<file path="src/rtl/hyperplane_sign_hash_defines.svh">
// assertion macros shared by the hyperplane sign hash rtl
`ifndef HYPERPLANE_SIGN_HASH_DEFINES_SVH
`define HYPERPLANE_SIGN_HASH_DEFINES_SVH

// same-cycle implication, clocked on clk, quiet while rst is high
`define HSH_ASSERT_NOW(label, ante, cons, msg) \
  label: assert property (@(posedge clk) disable iff (rst) (ante) |-> (cons)) \
    else $error(msg);

// next-cycle implication, clocked on clk, quiet while rst is high
`define HSH_ASSERT_NEXT(label, ante, cons, msg) \
  label: assert property (@(posedge clk) disable iff (rst) (ante) |=> (cons)) \
    else $error(msg);

`endif

</file>
<file path="src/rtl/hsh_pkg.sv">
// shared types and constants of the hyperplane sign hash
package hsh_pkg;

  localparam int ACC_W  = 40;
  localparam int SIG_W  = 32;
  localparam int CNT_W  = 9;
  localparam int HB_W   = 6;
  localparam int PI_W   = 5;
  localparam int DI_W   = 8;
  localparam int CFG_IW = 2;
  localparam int CFG_DW = 9;

  localparam logic ACT_LOAD   = 1'b0;
  localparam logic ACT_STREAM = 1'b1;

  localparam logic [CFG_IW-1:0] REG_HASH_BITS = 2'd0;
  localparam logic [CFG_IW-1:0] REG_DIMS      = 2'd1;

  localparam logic [HB_W-1:0]  HASH_BITS_RST = 6'd32;
  localparam logic [CNT_W-1:0] DIMS_RST      = 9'd256;

  // pipeline control handed to every plane lane
  typedef struct packed {
    logic adv;
    logic s1_valid;
    logic s2_valid;
    logic s2_last;
  } hsh_ctrl_t;

endpackage

</file>
<file path="src/rtl/hsh_ram.sv">
// generic single-write, single-read ram with registered read data
module hsh_ram #(
  parameter int WIDTH = 16,
  parameter int DEPTH = 256
) (
  input  logic                                   clk,
  input  logic                                   we,
  input  logic [(DEPTH > 1 ? $clog2(DEPTH) : 1)-1:0] waddr,
  input  logic [WIDTH-1:0]                       wdata,
  input  logic                                   re,
  input  logic [(DEPTH > 1 ? $clog2(DEPTH) : 1)-1:0] raddr,
  output logic [WIDTH-1:0]                       rdata
);

  logic [WIDTH-1:0] mem [DEPTH];

  always_ff @(posedge clk) begin
    if (we) begin
      mem[waddr] <= wdata;
    end
    if (re) begin
      rdata <= mem[raddr];
    end
  end

endmodule

</file>
<file path="src/rtl/hsh_lane.sv">
// one hyperplane: coefficient column ram, multiplier and dot product accumulator
module hsh_lane import hsh_pkg::*; #(
  parameter int SAMPLE_BITS = 16,
  parameter int MAX_DIMS    = 256
) (
  input  logic                                         clk,
  input  logic                                         rst,
  input  hsh_ctrl_t                                    ctrl,
  input  logic                                         wr_en,
  input  logic [(MAX_DIMS > 1 ? $clog2(MAX_DIMS) : 1)-1:0] wr_addr,
  input  logic signed [SAMPLE_BITS-1:0]                wr_data,
  input  logic                                         rd_en,
  input  logic [(MAX_DIMS > 1 ? $clog2(MAX_DIMS) : 1)-1:0] rd_addr,
  input  logic signed [SAMPLE_BITS-1:0]                sample,
  output logic                                         nonneg
);

  localparam int PROD_W = 2 * SAMPLE_BITS;

  logic signed [SAMPLE_BITS-1:0] coef;
  logic signed [PROD_W-1:0]      prod;
  logic signed [ACC_W-1:0]       acc;
  logic signed [ACC_W-1:0]       sum;

  hsh_ram #(
    .WIDTH (SAMPLE_BITS),
    .DEPTH (MAX_DIMS)
  ) u_coef_ram (
    .clk   (clk),
    .we    (wr_en),
    .waddr (wr_addr),
    .wdata (wr_data),
    .re    (rd_en),
    .raddr (rd_addr),
    .rdata (coef)
  );

  // product is sign-extended into the accumulator width, as two's complement
  assign sum    = acc + ACC_W'(prod);
  assign nonneg = ~sum[ACC_W-1];

  always_ff @(posedge clk) begin
    if (ctrl.adv && ctrl.s1_valid) begin
      prod <= sample * coef;
    end
  end

  always_ff @(posedge clk) begin
    if (rst) begin
      acc <= '0;
    end else if (ctrl.adv && ctrl.s2_valid) begin
      acc <= ctrl.s2_last ? '0 : sum;
    end
  end

endmodule

</file>
<file path="config.mk">
export PLATFORM = sky130hd
export DESIGN_NAME = hsh_lane
export DESIGN_NICKNAME = d
export VERILOG_FILES = /design/src/rtl/hyperplane_sign_hash_defines.svh /design/src/rtl/hsh_pkg.sv /design/src/rtl/hsh_ram.sv /design/src/rtl/hsh_lane.sv
export SDC_FILE = /design/constraint.sdc
export NUM_CORES = 2
export LEC_CHECK = 0
export BUFFER_PORTS_ARGS = -buffer_cell sky130_fd_sc_hd__buf_2
export CAP_MARGIN = 20
export CORE_MARGIN = 2
export CORE_UTILIZATION = 57
export CTS_CLUSTER_SIZE = 24
export DETAILED_ROUTE_END_ITERATION = 16
export PLACE_DENSITY_LB_ADDON = 0.25
export SKIP_CTS_REPAIR_TIMING = 1
export SYNTH_ARGS = -nofsm -noshare
export SYNTH_HDL_FRONTEND = slang
export SYNTH_SLANG_ARGS = --single-unit
</file>
<file path="constraint.sdc">
create_clock -name clk -period 6.5 [get_ports clk]
set_input_delay 0.975 -clock clk [delete_from_list [all_inputs] [get_ports clk]]
set_output_delay 0.975 -clock clk [all_outputs]
set_load 0.05 [all_outputs]
</file>
==> impl.org <==
** Global route
- The first global-routing pass estimated 592 mm of wire.
- Maximum number of pins on one net before global-route repair :: 186
- The total overflow left after global routing is 0.
- The via count of the first global-routing pass came to 83167.
- Global routing used 27.3% of the available tracks.
- Number of antenna violations at the first check in global routing :: 41

** Power and ir drop
- Sequential cells burn 40.4% of the power.
- Combinational cells account for 29.3% of the total power.
- The share of total power dissipated in the clock network is 30.3%.
- Leak pwr :: 62.5 nW
- Net switching fraction of the power :: 28.6%
- P_int :: 0.0545 W
- Switching power total :: 0.0219 W
- The design draws 0.0764 W.
- Power per cell area :: 396 nW/um2
- IR analysis of the VDD net gives a maximum drop of 0.00155 V.

** Finish
- Of the cells placed in the final design, the portion with a size suffix greater than 1 is 29.9%.
- Once layout is done, the placed cells without fillers occupy 193000 um2.
- Number of cells in the finished layout apart from fillers :: 12538
- Finished Core Util :: 64.8%
- Final nets :: 8687
- The filler cells instantiated in the layout total 18950.
- Layout area overhead :: 12.9%
- Area taken by multi-input logic gates :: 43000 um2
- Across the whole layout, storage elements account for 125000 um2.

** Placement
- Placed inst area :: 179000 um2
- Input and output buffers added on the ports amount to 56.
- Final HPWL DP :: 244 mm
- The number of placed instances, taps included, is 11760.
- The congestion estimate from routability-driven global placement came to 0.838.

** Drt
- Wires add up to 408 mm.
- Post-detailed-route DRC marker count :: 0
- Via-per-instance ratio :: 6.50
- Initial DRC Count :: 9987
- Before antenna repair, the detailed router went through 7 iterations.
- Detail Route Antenna Nets :: 0
- Wirelength per Cell :: 32.5 um
- Summing over every cut layer, the via total after detailed routing is 81539.

** Floorplanning
- The total area inside the core boundary comes to 298000 um2.
- The die covers 304000 um2.
- Width of the die :: 551 um
- I/O Pins :: 57
- After floorplanning, the core was divided into 200 placement rows.
- The initial utilization of the core area, before any placement, comes to 57.4%.
- Die boundary height :: 551 um

** Setup path
- In this design, the stage delay of the slowest critical-path cell is 620 ps.
- Counting both buffers and inverters, the worst setup path holds a total of 4.
- Cell with the most instances on the worst path :: fa_1
- STA puts the critical path data required time at 7150 ps.
- Kind of capture point of the worst setup path :: register
- Data arrival at the endpoint of the critical path :: 7000 ps
- Highest fanout seen on the critical path :: 9
- Flop2flop setup slack :: 150 ps
- Cell family with most CP delay :: adder cells
- Traced cell by cell, the critical path runs through buf_4 > and2_1 > fa_1 > inv_1 > fa_1 > fa_1 > fa_1 > inv_2 > fa_1 > fa_1 > ha_4 > buf_4 > and3_4 > a221o_1 > a21oi_2 > o32ai_4 > a41oi_2 > o31ai_2 > a211oi_1 > o21bai_1 > a21oi_2 > xnor2_1.
- Startpoint Class :: register
- The critical path is of the reg2reg type.
- The slowest stage of the critical path is the fa_1 cell.

** Yosys
- Synthesis produced a netlist whose cell count is 7650.
- Summed over all instances, the cell type with the most area after synthesis is edfxtp_1.
- For this run, the number of Yosys warnings is 0.
- Sequential cell area fraction in the yosys report :: 73.4%
- Adder-cell area share of the yosys netlist :: 3.97%
- Among all cell types in the netlist, the one instantiated most often is edfxtp_1.
- The portion of synthesized area spent on multiplexers is 18.0%.
- Ranking of synthesized cells by instance count :: edfxtp_1, mux4_2, nor2_1
- Of the post-synthesis cell area, the dominant cell type holds 72.9%.
- Register bit count reported by yosys :: 4184
- The number of nets handed over by synthesis was 8090.
- Commonest register cell after synthesis :: edfxtp_1
- In the post-synthesis netlist, the biggest area contributors are edfxtp_1, mux4_2, fa_1.
- The synthesized netlist devotes 0.853% of its cell area to compound gates.
- Xor-xnor portion of the synthesized cell area :: 0.354%
- Each instance of the synthesized netlist takes up on average 22.3 um2.
- Asr flop ratio synth :: 0%
- The mapped netlist covers 171000 um2.
- Yosys mapped the design onto 55 distinct sky130hd cell types.
- In this run, synthesis inferred 4144 flip-flops with an integrated enable.
- Largest family of logic cells by synthesized area :: multiplexers
- Of the total synthesized cell area, the portion taken by AND, OR, NAND and NOR gates is 1.93%.

** Clocking
- Clock tree from TritonCTS :: yes
- Clock-pin slew reported for the worst setup and hold paths after clock tree synthesis :: 60 ps
- In this run the clock root is driven by a clkbuf_16.
- Number of CTS-inserted buffers :: 410
- Maximum count of clock buffers along a single path :: 4
- The clock net in this run drives a total of 4184 sinks.
- Clock Latency Late Sink :: 980 ps
- The H-tree was split into 5 levels.

** Timing
- At the pin with the least slew margin, the transition time is 1320 ps.
- Worst-case headroom to the max-slew limit :: 12.2%
- The routed design could run at a clock period as short as 6350 ps.
- Setup violations remaining at the end of the flow were counted as 0.
- Achievable frequency :: 158 MHz
- Final hold violation count :: 0
- The final count of pins violating max slew is 0.
- Post-Route Skew :: 119 ps
- Hold is met by 434 ps.
- Final worst-path cycle share :: 97.7%

** Flow run
- Max-cap check violation count :: 0

** Outcome
- Result of the run :: finished clean

** Min path
- Worst hold path class :: in2reg
[per-layer routing]
layer  share of wire, %  routed length, um  track usage [%]
met1                 38             156000             38.5
met2                 49             200000             43.8
met3                8.8              35700             4.87
met4                3.8              15500             9.31
met5              0.063                256                0
[cells in the final DEF (no fill, tap or decap), types with 7 or more instances in the layout]
master      count
nand4_1        14
buf_2          34
a22oi_1        18
diode_2        15
o211ai_1        7
fa_2            8
nor2_2         39
o21ai_0        43
buf_8          19
buf_12         61
inv_6           7
clkinv_2       74
fa_1          255
bufinv_16      35
o21bai_1       10
inv_1         299
clkbuf_1       77
a21o_1         31
ha_1          118
buf_4         448
clkinv_16      12
a21oi_1        62
clkinvlp_4      7
clkbuf_16     414
dfxtp_1        40
xor2_1         24
nor2b_1        13
nand2_1       174
clkinv_1      108
mux4_2       1360
edfxtp_1     4144
and2_1        129
nand3_1        37
xnor2_1        45
nor2_1        287
nor3_1         11
nand2b_1        7
[area by class of cell]
class	count	share of cell area, %
sequential	4184	65.0
clock inverter	258	1.30
tap	3939	2.56
clock buffer	491	5.52
inverter	301	0.586
multi-input combinational	2776	22.3
timing repair buffer	574	2.73
antenna	15	0.0195
[cell families (layout without fill, tap and decap cells)]
kind of cell,Yosys count,after routing
compound gates,227,227
xor+xnor,69,69
fa+ha+maj,384,384
buf+inv,690,1624
flops,4184,4184
mux,1362,1362
other cells,0,15
simple gates,734,734
[registers in the layout, summed over array words and instances, names as in the netlist]
| name | flops |
|---|---|
| u_coef_ram.rdata | 16 |
| acc | 40 |
| u_coef_ram.mem | 4096 |
| prod | 32 |
[power groups by stage]
| stage | registers [W] | logic, W | clock network (W) |
|---|---|---|---|
| after global placement | 0.0314 | 0.0213 | 0 |
| after global routing | 0.0309 | 0.0251 | 0.0245 |
| final | 0.0309 | 0.0224 | 0.0232 |
| after floorplan | 0.0314 | 0.0144 | 0 |
| after CTS | 0.0309 | 0.0218 | 0.0235 |
| after detailed placement | 0.0314 | 0.0217 | 0 |
[path summary, 6_finish.rpt]
path	start	to	depth (start not counted)
min	wr_data[0]	u_coef_ram.mem[243][0]	1
min reg2reg	acc[17]	acc[17]	2
max reg2reg	u_coef_ram.rdata[6]	prod[31]	22
max	u_coef_ram.rdata[6]	prod[31]	22
[through the flow]
stage	worst slack (ps)	TNS [ps]
2_1_floorplan	-39.5	-54.1
3_3_place_gp	-384	-2730
3_5_place_dp	-420	-2940
4_1_cts	11.4	0
5_1_grt	-29.8	-49.6
6_report	151	0
[worst register-to-register path, stage by stage (launching register included)]
cell	delay (ps)
edfxtp_1	360
buf_4	190
and2_1	190
fa_1	530
inv_1	50
fa_1	510
fa_1	430
fa_1	510
inv_2	40
fa_1	520
fa_1	620
ha_4	220
buf_4	140
and3_4	180
a221o_1	360
a21oi_2	210
o32ai_4	120
a41oi_2	250
o31ai_2	120
a211oi_1	220
o21bai_1	110
a21oi_2	140
xnor2_1	90
(Power assumes the default switching activity.)
